[config.mk]
export PLATFORM = sky130hd
export DESIGN_NAME = uft_ram
export DESIGN_NICKNAME = d
export VERILOG_FILES = /design/src/hdl/uft_ram.sv
export SDC_FILE = /design/constraint.sdc
export NUM_CORES = 1
export LEC_CHECK = 0
export ABC_AREA = 1
export ABC_CLOCK_PERIOD_IN_PS = 4800
export BUFFER_PORTS_ARGS = -buffer_cell sky130_fd_sc_hd__clkbuf_2
export CAP_MARGIN = 20
export CORE_MARGIN = 1.5
export CORE_UTILIZATION = 64
export CTS_CLUSTER_DIAMETER = 100
export CTS_CLUSTER_SIZE = 40
export DETAILED_ROUTE_END_ITERATION = 8
export HOLD_SLACK_MARGIN = 0.1
export PLACE_DENSITY_LB_ADDON = 0.1
export SYNTH_ARGS = -nofsm -noshare
export SYNTH_HDL_FRONTEND = slang
export SYNTH_SLANG_ARGS = --single-unit
[constraint.sdc]
create_clock -name clk -period 4.8 [get_ports clk]
set_clock_uncertainty 0.2 [all_clocks]
set_input_delay 0.48 -clock clk [delete_from_list [all_inputs] [get_ports clk]]
set_output_delay 0.48 -clock clk [all_outputs]
set_load 0.1 [all_outputs]
[src/hdl/uft_ram.sv]
`default_nettype none

module uft_ram #(
  parameter int WIDTH = 8,
  parameter int DEPTH = 16
) (
  input  wire logic                     clk,
  input  wire logic                     we,
  input  wire logic [$clog2(DEPTH)-1:0] addr,
  input  wire logic [WIDTH-1:0]         wdata,
  output logic      [WIDTH-1:0]         rdata
);

  logic [WIDTH-1:0] mem [DEPTH];

  // Single port, read-first, registered read
  always_ff @(posedge clk) begin
    if (we) begin
      mem[addr] <= wdata;
    end
    rdata <= mem[addr];
  end

endmodule

`default_nettype wire

======== Word level (Yosys, flattened, before mapping) ========
Memories as Yosys holds them, arrays and structs flattened. A register that Yosys moved wholly into a read port is not among the register bits.
Cells that the tools add are included.
Widths: inputs -> output; s select.
word-level totals
  memories ................................ 1
  input port bits ......................... 14
  RAM bits ................................ 128
  word-level logic and storage cells ...... 3
  register bits ........................... 0
  output and inout bits ................... 8
memories
  memory  words  width  rd ports  clocked after memory_dff  write ports  line  source
  mem     16     8      1         1                         1            14    logic [WIDTH-1:0] mem [DEPTH];
operators by class
  multiplexer cells ....................... 2
operator list
  operator  count
  $mux 1    2

======== Logic depth before layout (Yosys ltp) ========
  word-level depth ........................ 2
  mapped depth ............................ 11
  depth with buffers taken out ............ 9

======== Worst setup path before layout ========
No wires, ideal clock.
  kind .................................... input port to flip-flop
  start ................................... in addr[1]
  end ..................................... mem mem[3][0], enable pin
  required time ........................... 4.230 ns
  stages .................................. 4
  arrival time ............................ 1.487 ns
  path buffers ............................ 2
  setup slack ............................. 2.743 ns
  setup time .............................. 0.370 ns
  cells stage by stage .................... buf_2 -> clkbuf_1 -> nand3_1 -> nor2_1
RTL lines
  element             line  source
  start: declaration  9     input wire logic [$clog2(DEPTH)-1:0] addr,
  end: declaration    14
No word-level cell before the write port.

======== Worst setup path in the final report ========
  start ................................... in addr[1]
  end ..................................... mem mem[13][1], enable pin
No word-level cell before the write port.

==> impl_metrics.tcl <==
set metrics [dict create \
    status "complete, no violations" \
    grtUsageMet3_pct 6.34 \
    cts_hold_buf 0 \
    yosys.area.top_type_share_pct 68.7 \
    crit_required_ns 4.75 \
    ctsResizeCount 0 \
    period_needed_ns 2.27 \
    grt_pass1_vias 3539 \
    grt.total_usage_pct 27.9 \
    synth.distinct_cells 11 \
    grt_antenna_before_repair 0 \
    post_drt_wl_per_cell_um 16.6 \
    worst_ep_arrival_time_ns 2.22 \
    grt_use_met1_pct 36.9 \
    yosysWarningCount 0 \
    firstDrtPassIters 4 \
    viasPerCell 5.26 \
    clkPwrFrac_pct 45.9 \
    dpl.hpwl_um 6890 \
    worstSetupPathType "in2reg" \
    gp_congestion 0.882 \
    tightest_slew_ns 0.746 \
    syn_avg_cell_area_um2 10.2 \
    setup_slack_ns 2.53 \
    seq_power_share_pct 46.7 \
    diodes 0 \
    area_growth_pct 13.3 \
    clockBufferDepth 2 \
    portBuffers 21 \
    p_comb_share_pct 7.4 \
    p_per_area_nw_per_um2 451 \
    clk_pin_slew_ns 0.06 \
    drtAntennaViolNets 0 \
    cts.sinks 136 \
    vias 3618 \
    slew_headroom_pct 50.1 \
    p_sw_mw 0.649 \
    grt_overflow 0 \
    numCtsBuffers 17 \
    tns_ns 0 \
    drt_iter0_drc 257 \
    syn_inst 548 \
    cts_tree "done" \
    leakage_nw 2.73 \
    synth_largest_area_cell "edfxtp_1" \
    fmax_mhz 440 \
    drt-total-wl_um 11400 \
    swShare_pct 22.7 \
    die_h_um 96.5 \
    rsz0062_at_grt "no" \
    holdWs_ns 0.266 \
    pre_cts_slack_ns 2.05 \
    irDropWorstVdd_v 0.000300 \
    drive_gt1_share_pct 9.09 \
    final_common_cell "nand2_1" \
    seq_area_frac_synth_pct 71.6 \
    power_mw 2.86 \
    drcViolationCount 0 \
    hold_violations 0 \
    layout_common_cells "346 x nand2_1, 128 x edfxtp_1, 21 x inv_1, 21 x clkbuf_2, 18 x nor2_1" \
    drv_slew 0 \
    hp-class "in2reg" \
    ys_ff_latch 136 \
    rows 33 \
    post-cts-setup-buffers 0 \
    worst_skew_pair.late_latency_ns 0.52 \
    syn_nets 562 \
    cp-start-kind "primary input" \
    post-route-period-util_pct 47.3 \
    grt_pass1_wl_um 17800 \
    boundaryPins 22 \
    h-tree-depth 4 \
    final_nets 584 \
    met2_usage_pct 44.6 \
    ff2ff_setup_slack_ns 3.53 \
    die_width_um 96.5 \
    utilization_pct 76.0 \
    start_util_pct 67.1 \
    core_um2 8340 \
    dieArea_um2 9310 \
    setup_viol 0 \
    crit_fanout 35 \
    p_int_mw 2.21 \
    netlist_area_um2 5590 \
    ys_top_cells_by_area "edfxtp_1 69%, nand2_1 23%, dfxtp_1 2.9%, inv_1 1.4%, nor2_1 1.2%" \
    drv_cap 0 \
    root_buffer "clkbuf_8" \
    grt_start_max_net_pins 67 \
    busiest_layer "met2" \
    cp-end-kind "flop" \
]
==> critical path, cell delays in order <==
cell	delay (ns)
clkbuf_2	0.40
clkinv_1	0.12
buf_4	0.34
nand3_1	0.25
nor2_1	0.61
==> power groups by stage <==
| stage | sequential (mW) | clock [mW] | combinational (mW) |
|---|---|---|---|
| floorplan | 1.42 | 0 | 0.0915 |
| global placement | 1.36 | 0 | 0.205 |
| detailed placement | 1.36 | 0 | 0.208 |
| CTS | 1.34 | 1.31 | 0.210 |
| global route | 1.34 | 1.37 | 0.231 |
| finish | 1.34 | 1.31 | 0.210 |
==> sequential cells by signal, indices dropped and copies added (netlist names) <==
signal	count
mem	128
rdata	8
==> cell usage after synthesis <==
library cell,count
dfxtp_1,8
edfxtp_1,128
buf_2,12
inv_2,1
nor2_1,18
nand2_1,346
clkbuf_1,3
nand3_1,4
clkinv_1,1
buf_4,6
inv_1,21
==> area by class of cell <==
cell class	count	area (µm²)
multi-input cells	368	1390
repair buffers	24	128
well taps	105	131
clock buffers	20	425
inverters	23	86.3
flip-flops and latches	136	4000
clock inverters	12	175
fillers	548	2000
==> cells by family (layout without fill, tap and decap cells) <==
| family | Yosys count | in the layout | share of synthesized area [%] |
|---|---|---|---|
| flip-flops | 136 | 136 | 71.6 |
| AND/OR/NAND/NOR | 368 | 368 | 24.8 |
| buffers and inverters | 44 | 79 | 3.62 |
==> through the flow <==
step / cells / area, µm²
floorplan: 548 / 5590
global placement: 656 / 5740
detailed placement: 656 / 5740
CTS: 688 / 6340
global route: 688 / 6340
finish: 688 / 6340
==> metal layers <==
| metal | vias up | part of all wire [%] |
|---|---|---|
| li1 | 1794 | - |
| met1 | 1671 | 42 |
| met2 | 130 | 49 |
| met3 | 23 | 6.9 |
| met4 | 0 | 2.2 |
| met5 | - | 0 |
==> worst paths after layout <==
check	start	endpoint	cells past startpoint
worst max register to register	mem[10][5]	rdata[5]	8
worst min register to register	mem[15][3]	rdata[3]	8
worst max-delay path	addr[1]	mem[13][1]	5
worst min-delay path	wdata[2]	mem[2][2]	1
(Power assumes the default switching activity.)
