<file path="config.mk">
export PLATFORM = sky130hd
export DESIGN_NAME = uft_ctrl
export DESIGN_NICKNAME = d
export VERILOG_FILES = /design/src/hdl/uft_pkg.sv /design/src/hdl/uft_ctrl.sv
export SDC_FILE = /design/constraint.sdc
export NUM_CORES = 1
export LEC_CHECK = 0
export BUFFER_PORTS_ARGS = -buffer_cell sky130_fd_sc_hd__buf_4
export CAP_MARGIN = 20
export CORE_ASPECT_RATIO = 0.7
export CORE_MARGIN = 4
export CORE_UTILIZATION = 45
export DETAILED_ROUTE_END_ITERATION = 10
export HOLD_SLACK_MARGIN = 0.1
export PLACE_DENSITY = 0.67
export SLEW_MARGIN = 5
export SYNTH_ARGS = -nofsm -noshare
export SYNTH_HDL_FRONTEND = slang
export SYNTH_SLANG_ARGS = --single-unit
export TNS_END_PERCENT = 5
</file>
<file path="constraint.sdc">
create_clock -name clk -period 4.1 [get_ports clk]
set_input_delay 0.82 -clock clk [delete_from_list [all_inputs] [get_ports clk]]
set_output_delay 0.82 -clock clk [all_outputs]
set_load 0.02 [all_outputs]
</file>
<file path="src/hdl/uft_pkg.sv">
`default_nettype none

package uft_pkg;

  localparam int NUM_ELEMENTS = 1024;
  localparam int IDX_W        = 10;
  localparam int SIZE_W       = 11;
  localparam int ADDR_W       = $clog2(NUM_ELEMENTS);

  localparam logic [SIZE_W-1:0] SIZE_ONE = SIZE_W'(1);
  localparam logic [SIZE_W-1:0] SIZE_MAX = {SIZE_W{1'b1}};

  // Operation codes; the unused code behaves as find
  localparam logic [1:0] ACT_MAKE  = 2'd0;
  localparam logic [1:0] ACT_UNION = 2'd1;
  localparam logic [1:0] ACT_FIND  = 2'd2;

  typedef struct packed {
    logic [1:0]       action;
    logic [IDX_W-1:0] node_a;
    logic [IDX_W-1:0] node_b;
  } uft_cmd_t;

  typedef struct packed {
    logic [IDX_W-1:0]  root;
    logic [SIZE_W-1:0] set_size;
    logic              merged;
  } uft_rsp_t;

  // Port requests toward the parent and size memories
  typedef struct packed {
    logic              we;
    logic [ADDR_W-1:0] addr;
    logic [IDX_W-1:0]  wdata;
  } uft_par_req_t;

  typedef struct packed {
    logic              we;
    logic [ADDR_W-1:0] addr;
    logic [SIZE_W-1:0] wdata;
  } uft_siz_req_t;

  // An index at or beyond the table is a fixed singleton
  function automatic logic in_table(input logic [IDX_W-1:0] v);
    return (32'(v) < NUM_ELEMENTS);
  endfunction

  function automatic logic [ADDR_W-1:0] to_addr(input logic [IDX_W-1:0] v);
    return ADDR_W'(v);
  endfunction

endpackage

`default_nettype wire

</file>
<file path="src/hdl/uft_ctrl.sv">
`default_nettype none

module uft_ctrl (
  input  wire logic                                clk,
  input  wire logic                                rst,
  input  wire logic                                start,
  output logic                                     busy,
  input  wire uft_pkg::uft_cmd_t                   cmd,
  output logic                                     done,
  output uft_pkg::uft_rsp_t                        rsp,
  output uft_pkg::uft_par_req_t                    par_req,
  input  wire logic [uft_pkg::IDX_W-1:0]           par_rdata,
  output uft_pkg::uft_siz_req_t                    siz_req,
  input  wire logic [uft_pkg::SIZE_W-1:0]          siz_rdata
);

  typedef enum logic [8:0] {
    S_CLEAR    = 9'b000000001,
    S_IDLE     = 9'b000000010,
    S_WALK_RD  = 9'b000000100,
    S_WALK_CHK = 9'b000001000,
    S_COMP_RD  = 9'b000010000,
    S_COMP_WR  = 9'b000100000,
    S_POST     = 9'b001000000,
    S_SZ_A     = 9'b010000000,
    S_SZ_B     = 9'b100000000
  } state_t;

  state_t state;
  state_t state_next;

  logic [uft_pkg::ADDR_W-1:0] clr_idx;
  logic                       is_union;
  logic                       phase_b;
  logic                       do_merge;
  logic [uft_pkg::IDX_W-1:0]  node_b_q;
  logic [uft_pkg::IDX_W-1:0]  cur;
  logic [uft_pkg::IDX_W-1:0]  start_node;
  logic [uft_pkg::IDX_W-1:0]  found;
  logic [uft_pkg::IDX_W-1:0]  ra;
  logic [uft_pkg::IDX_W-1:0]  rb;
  logic [uft_pkg::SIZE_W-1:0] sa;

  logic                       merge_ok;
  logic                       b_smaller;
  logic [uft_pkg::IDX_W-1:0]  big;
  logic [uft_pkg::IDX_W-1:0]  small_root;
  logic [uft_pkg::SIZE_W:0]   sum_wide;
  logic [uft_pkg::SIZE_W-1:0] sum_sat;
  logic                       walk_a;
  logic                       walk_first;

  assign busy = (state != S_IDLE);

  // Merge only two distinct roots that both live in the table
  assign merge_ok = is_union && (ra != rb) && uft_pkg::in_table(ra) && uft_pkg::in_table(rb);

  // Larger set keeps its root; ties keep node_a's root
  assign b_smaller  = !(sa < siz_rdata);
  assign big        = b_smaller ? ra : rb;
  assign small_root = b_smaller ? rb : ra;
  assign sum_wide   = {1'b0, sa} + {1'b0, siz_rdata};
  assign sum_sat    = sum_wide[uft_pkg::SIZE_W] ? uft_pkg::SIZE_MAX
                                                : sum_wide[uft_pkg::SIZE_W-1:0];

  // Decide where a new item starts its walk
  assign walk_a     = uft_pkg::in_table(cmd.node_a);
  assign walk_first = (cmd.action == uft_pkg::ACT_UNION)
                      ? (walk_a || uft_pkg::in_table(cmd.node_b)) : walk_a;

  // Drive memory ports per state
  always_comb begin
    par_req = '0;
    siz_req = '0;
    case (state)
      S_CLEAR: begin
        par_req.we    = 1'b1;
        par_req.addr  = clr_idx;
        par_req.wdata = uft_pkg::IDX_W'(clr_idx);
        siz_req.we    = 1'b1;
        siz_req.addr  = clr_idx;
        siz_req.wdata = uft_pkg::SIZE_ONE;
      end
      S_IDLE: begin
        if (start && (cmd.action == uft_pkg::ACT_MAKE) && walk_a) begin
          par_req.we    = 1'b1;
          par_req.addr  = uft_pkg::to_addr(cmd.node_a);
          par_req.wdata = cmd.node_a;
          siz_req.we    = 1'b1;
          siz_req.addr  = uft_pkg::to_addr(cmd.node_a);
          siz_req.wdata = uft_pkg::SIZE_ONE;
        end
      end
      S_WALK_RD: begin
        par_req.addr = uft_pkg::to_addr(cur);
      end
      S_COMP_RD: begin
        par_req.addr = uft_pkg::to_addr(cur);
      end
      S_COMP_WR: begin
        par_req.we    = 1'b1;
        par_req.addr  = uft_pkg::to_addr(cur);
        par_req.wdata = found;
      end
      S_POST: begin
        siz_req.addr = uft_pkg::to_addr(ra);
      end
      S_SZ_A: begin
        siz_req.addr = uft_pkg::to_addr(rb);
      end
      S_SZ_B: begin
        par_req.we    = 1'b1;
        par_req.addr  = uft_pkg::to_addr(small_root);
        par_req.wdata = big;
        siz_req.we    = 1'b1;
        siz_req.addr  = uft_pkg::to_addr(big);
        siz_req.wdata = sum_sat;
      end
      default: begin
        par_req = '0;
        siz_req = '0;
      end
    endcase
  end

  // Next state
  always_comb begin
    state_next = state;
    case (state)
      S_CLEAR: begin
        if (clr_idx == uft_pkg::ADDR_W'(uft_pkg::NUM_ELEMENTS - 1)) begin
          state_next = S_IDLE;
        end
      end
      S_IDLE: begin
        if (start && (cmd.action != uft_pkg::ACT_MAKE)) begin
          state_next = walk_first ? S_WALK_RD : S_POST;
        end
      end
      S_WALK_RD: state_next = S_WALK_CHK;
      S_WALK_CHK: begin
        state_next = (par_rdata == cur) ? S_COMP_RD : S_WALK_RD;
      end
      S_COMP_RD: begin
        if (cur != found) begin
          state_next = S_COMP_WR;
        end else if (!phase_b && is_union && uft_pkg::in_table(node_b_q)) begin
          state_next = S_WALK_RD;
        end else begin
          state_next = S_POST;
        end
      end
      S_COMP_WR: state_next = S_COMP_RD;
      S_POST: begin
        state_next = uft_pkg::in_table(ra) ? S_SZ_A : S_IDLE;
      end
      S_SZ_A: state_next = do_merge ? S_SZ_B : S_IDLE;
      S_SZ_B: state_next = S_IDLE;
      default: state_next = S_IDLE;
    endcase
  end

  // Control and working registers
  always_ff @(posedge clk) begin
    if (rst) begin
      state   <= S_CLEAR;
      clr_idx <= '0;
      done    <= 1'b0;
    end else begin
      state <= state_next;
      done  <= 1'b0;
      case (state)
        S_CLEAR: begin
          clr_idx <= clr_idx + 1'b1;
        end
        S_IDLE: begin
          if (start) begin
            is_union <= (cmd.action == uft_pkg::ACT_UNION);
            node_b_q <= cmd.node_b;
            ra       <= cmd.node_a;
            rb       <= cmd.node_b;
            if (cmd.action == uft_pkg::ACT_MAKE) begin
              done         <= 1'b1;
              rsp.root     <= cmd.node_a;
              rsp.set_size <= uft_pkg::SIZE_ONE;
              rsp.merged   <= 1'b0;
            end else if ((cmd.action == uft_pkg::ACT_UNION) && !walk_a) begin
              cur        <= cmd.node_b;
              start_node <= cmd.node_b;
              phase_b    <= 1'b1;
            end else begin
              cur        <= cmd.node_a;
              start_node <= cmd.node_a;
              phase_b    <= 1'b0;
            end
          end
        end
        S_WALK_CHK: begin
          if (par_rdata == cur) begin
            found <= cur;
            cur   <= start_node;
          end else begin
            cur <= par_rdata;
          end
        end
        S_COMP_RD: begin
          // Path fully rewritten: record the root, then walk node_b if needed
          if (cur == found) begin
            if (!phase_b) begin
              ra <= found;
              if (is_union && uft_pkg::in_table(node_b_q)) begin
                phase_b    <= 1'b1;
                cur        <= node_b_q;
                start_node <= node_b_q;
              end
            end else begin
              rb <= found;
            end
          end
        end
        S_COMP_WR: begin
          cur <= par_rdata;
        end
        S_POST: begin
          do_merge <= merge_ok;
          if (!uft_pkg::in_table(ra)) begin
            done         <= 1'b1;
            rsp.root     <= ra;
            rsp.set_size <= uft_pkg::SIZE_ONE;
            rsp.merged   <= 1'b0;
          end
        end
        S_SZ_A: begin
          sa <= siz_rdata;
          if (!do_merge) begin
            done         <= 1'b1;
            rsp.root     <= ra;
            rsp.set_size <= siz_rdata;
            rsp.merged   <= 1'b0;
          end
        end
        S_SZ_B: begin
          done         <= 1'b1;
          rsp.root     <= big;
          rsp.set_size <= sum_sat;
          rsp.merged   <= 1'b1;
        end
        default: begin
          done <= 1'b0;
        end
      endcase
    end
  end

endmodule

`default_nettype wire

</file>
## Word level (Yosys, flattened, before mapping)

Index checks and enable logic that the tools add are counted.

- Input bits: 46
- Register bits: 116
- Word-level logic and storage cells: 118

- Reductions and logical operators: 24
- Muxes and demuxes: 48
- Magnitude comparators: 1
- Bitwise logic cells: 1
- Equality and inequality tests: 26
- Add/subtract/negate cells: 2

Operators with widths:

| kind | number |
|---|---|
| 2-to-1 mux 10 bit | 14 |
| case mux 10 bit (4 select lines) | 3 |
| 2-to-1 mux 22 bit | 4 |
| case mux 9 bit (8 select lines) | 1 |
| case mux 22 bit (3 select lines) | 1 |
| case mux 10 bit (2 select lines) | 3 |
| case mux 10 bit (5 select lines) | 1 |
| case mux 11 bit (3 select lines) | 1 |
| 2-to-1 mux 9 bit | 3 |
| 2-to-1 mux 21 bit | 1 |
| equality test 10 bit | 2 |
| != test 10 bit | 2 |
| != test 2 bit (second input constant) | 10 |
| AND reduction 5 bit | 4 |
| 2-to-1 mux 7 bit | 2 |
| AND reduction 7 bit | 2 |
| adder 11 x 11 -> 12 bit | 1 |
| less-than comparator 11 bit | 1 |
| 2-to-1 mux 11 bit | 1 |
| adder 10 x 1 -> 10 bit (second input constant) | 1 |
| equality test 10 bit (second input constant) | 1 |
| equality test 9 x 1 -> 1 bit (second input constant) | 1 |
| equality test 9 x 2 -> 1 bit (second input constant) | 1 |
| equality test 9 x 3 -> 1 bit (second input constant) | 1 |
| 23 further kinds | 40 |

## Longest topological paths before layout

Gate-level depths: netlist (run 1).

- Word-level depth: 5
- Depth in mapped cells: 11

## Worst setup path after synthesis (run 1)

No wires, ideal clock.

- Path type: input to output
- Start point: input siz_rdata[4] (netlist name)
- End point: output siz_req[14] (netlist name)
- Data arrival time: 2.749 ns
- Cell stages on the path: 8
- Buffers on the path: 1
- Setup slack: 0.531 ns
- Cells stage by stage: inv_1 > ha_1 > a2111oi_0 > a211o_1 > a21oi_1 > buf_4 > a221o_2 > a221o_2

RTL lines:

| element | line | source |
|---|---|---|
| start: declaration | uft_ctrl.sv:14 | `input wire logic [uft_pkg::SIZE_W-1:0] siz_rdata` |
| end: declaration | uft_ctrl.sv:13 | `output uft_pkg::uft_siz_req_t siz_req,` |

==> metrics.cfg, run 1 <==
[route]
drt_iter0_markers=874
ant_nets=0
routed_wl_um=20400
wl_per_cell_um=21.32
drc=0
via_per_inst=6.029
vias=5770
first_pass_iters=5

[worst_setup_path]
crit_type=input pin to output port
r2r_setup_slack_ns=0.91
path_max_fanout=10
rr_worst_depth=7
cp-end-kind=output port
crit_path_max_incr_delay_ns=0.37
reg2reg_to=rsp[19]$_DFFE_PP_
cp_num_buf_inv=3
crit_family=compound AO/OA/AOI/OAI gates
cp.arrival_ns=3.20
cpMaxStageDelayCell=a211o_1
crit_chain=buf_4 > inv_1 > ha_1 > nor3_1 > o21ai_1 > a211o_1 > a2111oi_2 > o22ai_2 > a21oi_1 > or3_1 > buf_4
critPathRequiredTime_ns=3.28
reg2reg_from=state[5]$_SDFFE_PP0P_
path_common_cell=buf_4
cp-start-kind=input pin

[clock_tree]
tritoncts=yes
path_clk_slew_ns=0.05
cts_sinks=116
clock_latency_ns=0.42
h-tree-depth=4
cts-root-buf=clkbuf_16
cts_buffer_depth=2
cts-buffers-inserted=17

[power_and_ir_drop]
irDropWorstVdd_mv=0.3535
power_mw=3.263
powerDensity_nw_per_um2=396.8
p_leak_nw=3.526

[final_layout]
drive_gt1_frac=0.2347
fill_cells=1204
antenna_cells=0
area_growth_syn_to_layout_pct=25.97
instances_no_fill=957
nNetsFinal=824

[die]
io_pins=113
die_w_um=152.0
dieArea_um2=16530
row_count=36
chipHeight_um=108.8
core_area_um2=14050
start_util=0.4645

[yosys]
async_reset_ff_frac=0
synth_fp_nets=706
ys.flop_type=edfxtp_1
ys_warn_count=0
synth_cells=636
syn_area_um2=6528
ys_types=58
synth-edff-count=96
ys_ff_latch=116
avgSynthCellArea_um2=10.26
seq_area_frac_synth=0.5030

[grt]
grtUsageMet1=0.3738
grt.total_usage=0.2444
grt_pass1_wl_um=30940
grt_pass1_vias=5428
antenna_found_initial=0
grt_max_degree=31
top_usage_layer=met1
grt_remaining_overflow=0
use_met2=0.3333
met3_usage=0.06624

[timing]
worst_pin_slew_ns=0.9883
grt_setup_unrepaired=yes
timing.fmax_mhz=248.7
tns_ns=0
slew_violations=0
period_needed_ns=4.022
finalHoldViolCount=0
final-setup-viol-count=0
slew_headroom=0.3367
whs_ns=0.5071
fin_crit_sh=0.9809
fin_worst_skew_ns=0.008292

[job]
max_cap_violations=0

[place]
place_congestion=0.9106
port_buffers=112
hpwl_um=15050
place_inst=923

[run_status]
outcome=completed

[min_path]
min_to=state[8]$_SDFFE_PP0P_
hp-start=do_merge$_DFFE_PP_
holdCritPathClass=flip-flop to flip-flop
min_path_cells=1

-- timing repair --
action                                  4_1_cts  5_1_grt
buffers inserted                              0        0
endpoints found under the setup margin        0       18
resized for setup                             0        1
hold buffers                                  0        0
-- stage by stage --
step                      area [um2]    util  worst slack (ns)
final                           8223  0.5851           0.07838
after global routing            8223  0.5851          -0.05319
after CTS                       8209  0.5841           0.09888
after detailed placement        7596  0.5405            0.1129
after global placement          7596  0.5405            0.1357
after floorplan                 6528       -            0.5312
-- area by class of cell --
class	count	area, um2	share of cell area
Tap cell	190	237.7	0.02891
Inverter	23	86.33	0.01050
Sequential cell	116	3283	0.3993
Multi-Input combinational cell	466	3017	0.3669
Clock buffer	19	432.9	0.05265
Clock inverter	13	180.2	0.02191
Timing Repair Buffer	130	985.9	0.1199
-- cells by family (layout without fill, tap and decap cells) --
logic type | after synthesis | in the layout | synth area share
flip-flops | 116 | 116 | 0.5030
XOR/XNOR | 48 | 48 | 0.06441
multiplexers | 2 | 2 | 0.003067
AO/OA/AOI/OAI | 144 | 144 | 0.1668
AND/OR/NAND/NOR | 248 | 248 | 0.1794
adder cells (fa/ha/maj) | 24 | 24 | 0.04715
buffers and inverters | 54 | 185 | 0.03623
-- cell usage in the layout (no fill, tap or decap), types with 5 or more instances in the layout --
cell | synthesis | routed
nand2_1 | 132 | 132
buf_4 | 2 | 128
edfxtp_1 | 96 | 96
nor2_1 | 36 | 36
xnor2_1 | 28 | 28
a21oi_1 | 26 | 24
a22oi_1 | 23 | 23
ha_1 | 23 | 23
inv_1 | 22 | 22
xor2_1 | 20 | 20
dfxtp_1 | 20 | 20
nand3_1 | 18 | 18
a21o_1 | 17 | 17
clkbuf_16 | 0 | 17
o21ai_0 | 15 | 14
nand4_1 | 12 | 12
nor2b_1 | 10 | 10
a221o_1 | 10 | 10
a222oi_1 | 10 | 10
nand2b_1 | 7 | 7
and3_1 | 7 | 6
a221o_2 | 6 | 6
a221oi_1 | 6 | 6
nor4_1 | 5 | 5
nor3_1 | 5 | 5
a31oi_1 | 5 | 5
-- worst reg2reg max path: cells and delay by family (launching register included) --
kind                   cells  cell delay [ns]
AO/OA/AOI/OAI              1             0.18
flip-flops                 1             0.40
AND/OR/NAND/NOR            4             1.61
buffers and inverters      2             0.67
-- cell usage after synthesis, drive strengths merged, types with 2 or more instances --
cell	count	share of area
nand2	132	0.076
edfxtp	96	0.44
nor2	37	0.022
xnor2	28	0.038
a21oi	26	0.020
a22oi	23	0.026
ha	23	0.044
inv	23	0.013
dfxtp	20	0.061
xor2	20	0.027
nand3	19	0.016
clkbuf	18	0.011
a21o	17	0.020
a221o	16	0.026
o21ai	16	0.012
buf	13	0.012
nand4	12	0.012
a222oi	10	0.015
nor2b	10	0.0096
and3	7	0.0067
nand2b	7	0.0067
a221oi	6	0.0081
a22o	6	0.0086
nor4	6	0.0067
a31oi	5	0.0048
nor3	5	0.0038
a2111oi	3	0.0050
a211o	3	0.0040
and2	3	0.0029
o21bai	3	0.0035
a211oi	2	0.0023
and4	2	0.0027
mux2i	2	0.0031
nor3b	2	0.0023
nor4b	2	0.0073
o21a	2	0.0023
or3	2	0.0019
-- power breakdown --
part           switching (mW)  leakage (nW)  internal (mW)
sequential             0.0214          1.03           1.29
clock                   0.551         0.285           1.01
combinational           0.226          2.21          0.162
total                   0.798          3.53           2.46
-- routing by layer --
layer	share of wire	up-vias
li1	-	2588
met1	0.46	2786
met2	0.41	369
met3	0.12	27
met4	0.017	0
met5	0	-
-- worst max path at each step --
stage | startpoint | endpoint | depth (start not counted)
global placement | siz_rdata[2] | siz_req[0] | 11
global route | siz_rdata[2] | siz_req[0] | 11
floorplan | siz_rdata[4] | siz_req[14] | 8
CTS | siz_rdata[4] | siz_req[0] | 11
detailed placement | siz_rdata[4] | siz_req[0] | 11
finish | siz_rdata[2] | siz_req[0] | 11
-- registers in the layout (all words and copies together) (netlist names) --
name        cells
rsp            22
sa             11
clr_idx        10
cur            10
found          10
node_b_q       10
ra             10
rb             10
start_node     10
state           9
do_merge        1
done            1
is_union        1
phase_b         1
Note: power is estimated with default switching activity, not from simulation.
==> inputs of run 2 (changes only) <==
--- a/config.mk
+++ b/config.mk
@@ -13,6 +13,7 @@
 export DETAILED_ROUTE_END_ITERATION = 10
 export HOLD_SLACK_MARGIN = 0.1
 export PLACE_DENSITY = 0.67
+export RECOVER_POWER = 100
 export SLEW_MARGIN = 5
 export SYNTH_ARGS = -nofsm -noshare
 export SYNTH_HDL_FRONTEND = slang
==> run 2 against run 1 <==
  * Via count decreased by 0.57%
  * Non-clock buffer count unchanged
  * Design area decreased by 2.2%
  * Critical path depth unchanged
  * Routed wire length increased by 0.23%
  * Critical endpoint unchanged
  * Sequential power about the same
  * First-iteration DRC count increased by 2.1%
==> metrics.cfg, run 2 (synthesis results as in run 1) <==
[run_status]
outcome=completed

[worst_setup_path]
reg2reg_to=rsp[19]$_DFFE_PP_
startpoint=siz_rdata[2]
crit_chain=buf_4 > inv_1 > ha_1 > nor3_1 > o21ai_1 > a211o_1 > a2111oi_2 > o22ai_2 > a21oi_1 > or3_1 > buf_4
crit_type=input pin to output port
r2r_setup_slack_ns=0.61
crit_family=compound AO/OA/AOI/OAI gates
cp-end-kind=output port
cp-start-kind=input pin
path_common_cell=buf_4
critPathRequiredTime_ns=3.28
cp_num_buf_inv=3
rr_worst_depth=7
reg2reg_from=state[5]$_SDFFE_PP0P_
path_max_fanout=10
crit_path_max_incr_delay_ns=0.37
cp.arrival_ns=3.20
cpMaxStageDelayCell=ha_1

[timing]
slew_violations=0
timing.fmax_mhz=249.0
fin_worst_skew_ns=0.006723
slew_headroom=0.3331
whs_ns=0.5142
finalHoldViolCount=0
layout_setup_ws_ns=0.08441
grt_setup_unrepaired=yes
worst_pin_slew_ns=0.9937
period_needed_ns=4.016
final-setup-viol-count=0
fin_crit_sh=0.9794

[final_layout]
multiInputGateArea_um2=3003
instances_no_fill=957
area_growth_syn_to_layout_pct=23.17
antenna_cells=0
final_cell_mix=nand2_1 (132), edfxtp_1 (96), buf_4 (80)
nNetsFinal=824
final_common_cell=nand2_1
largestRegisters=rsp: 22 flops, sa: 11 flops
drive_gt1_frac=0.1734
seqCellArea_um2=3283
top_register=rsp
fill_cells=1257
final_util=0.5721
largest_reg_flops=22

[power_and_ir_drop]
power_mw=3.256
powerDensity_nw_per_um2=405.0
clkPwrFrac=0.481
irDropWorstVdd_mv=0.3560
seq_power_share=0.402
internal_power_mw=2.457
p_leak_nw=3.352
share_comb_of_total_power=0.117
p_sw_mw=0.7986
sw_frac_of_total=0.2453

[route]
via_per_inst=5.995
drc=0
first_pass_iters=6
drt_iter0_markers=892
routed_wl_um=20450
ant_nets=0
vias=5737
wl_per_cell_um=21.36

[grt]
grt.total_usage=0.2444
antenna_found_initial=0
grt_remaining_overflow=0
grt_pass1_wl_um=30940
grt_pass1_vias=5428
grt_max_degree=31

[die]
start_util=0.4645
core_area_um2=14050
dieArea_um2=16530
die_w_um=152.0
row_count=36
chipHeight_um=108.8
io_pins=113

[min_path]
hp-start=do_merge$_DFFE_PP_
min_to=state[8]$_SDFFE_PP0P_
min_path_cells=1
holdCritPathClass=flip-flop to flip-flop

[clock_tree]
clock_latency_ns=0.42
cts_sinks=116
cts_hold_buf=0
tritoncts=yes
cts_setup_buffers=0
cts-root-buf=clkbuf_16
cts_buffer_depth=2
path_clk_slew_ns=0.05
cts-buffers-inserted=17
h-tree-depth=4

[place]
place_ws_ns=0.1129
port_buffers=112
place_congestion=0.9106
place_inst=923
hpwl_um=15050

[job]
max_cap_violations=0

## run 2: routing by layer
metal / wire, um / vias up / global-route usage / part of all wire
met2: 8219 / 364 / 0.3333 / 0.40
met5: 0 / - / 0 / 0
met1: 9476 / 2755 / 0.3738 / 0.46
li1: - / 2587 / - / -
met4: 371 / 0 / 0.07761 / 0.018
met3: 2380 / 31 / 0.06624 / 0.12
## run 2: worst max-delay path by stage
stage | end | slack (ns) | cells past startpoint
4_1_cts | siz_req[0] | 0.1 | 11
2_1_floorplan | siz_req[14] | 0.53 | 8
5_1_grt | siz_req[0] | -0.05 | 11
3_5_place_dp | siz_req[0] | 0.11 | 11
3_3_place_gp | siz_req[0] | 0.14 | 11
6_report | siz_req[0] | 0.08 | 11
## run 2: timing repair
item / in CTS / in global routing
resized for setup: 0 / 1
hold endpoints to repair: 0 / 0
endpoints found under the setup margin: 0 / 18
## run 2: stage by stage
step	setup TNS (ns)	area (um2)
after floorplan	0	6528
after global placement	0	7596
after detailed placement	0	7596
after CTS	0	8209
after global routing	-0.1307	8040
final	0	8040
## run 2: power by group through the flow
stage	Clock [mW]	Sequential, mW	Combinational [mW]
floorplan	0	1.33	0.224
global placement	0	1.33	0.374
detailed placement	0	1.33	0.379
CTS	1.57	1.31	0.382
global route	1.63	1.31	0.407
finish	1.57	1.31	0.381
## run 2: layout make-up
type | count | area share
sequential | 116 | 0.4083
clock inverter | 13 | 0.02241
tap | 190 | 0.02957
timing repair buffer | 130 | 0.1016
multi-input combinational | 466 | 0.3735
inverter | 23 | 0.01074
clock buffer | 19 | 0.05384
## run 2: worst register-to-register path: cells and delay by family, from the launching register on
family | cells | cell delay, ns
buffers and inverters | 2 | 0.80
AOI/OAI and AO/OA | 1 | 0.19
and+or+nand+nor | 4 | 1.76
DFF | 1 | 0.38
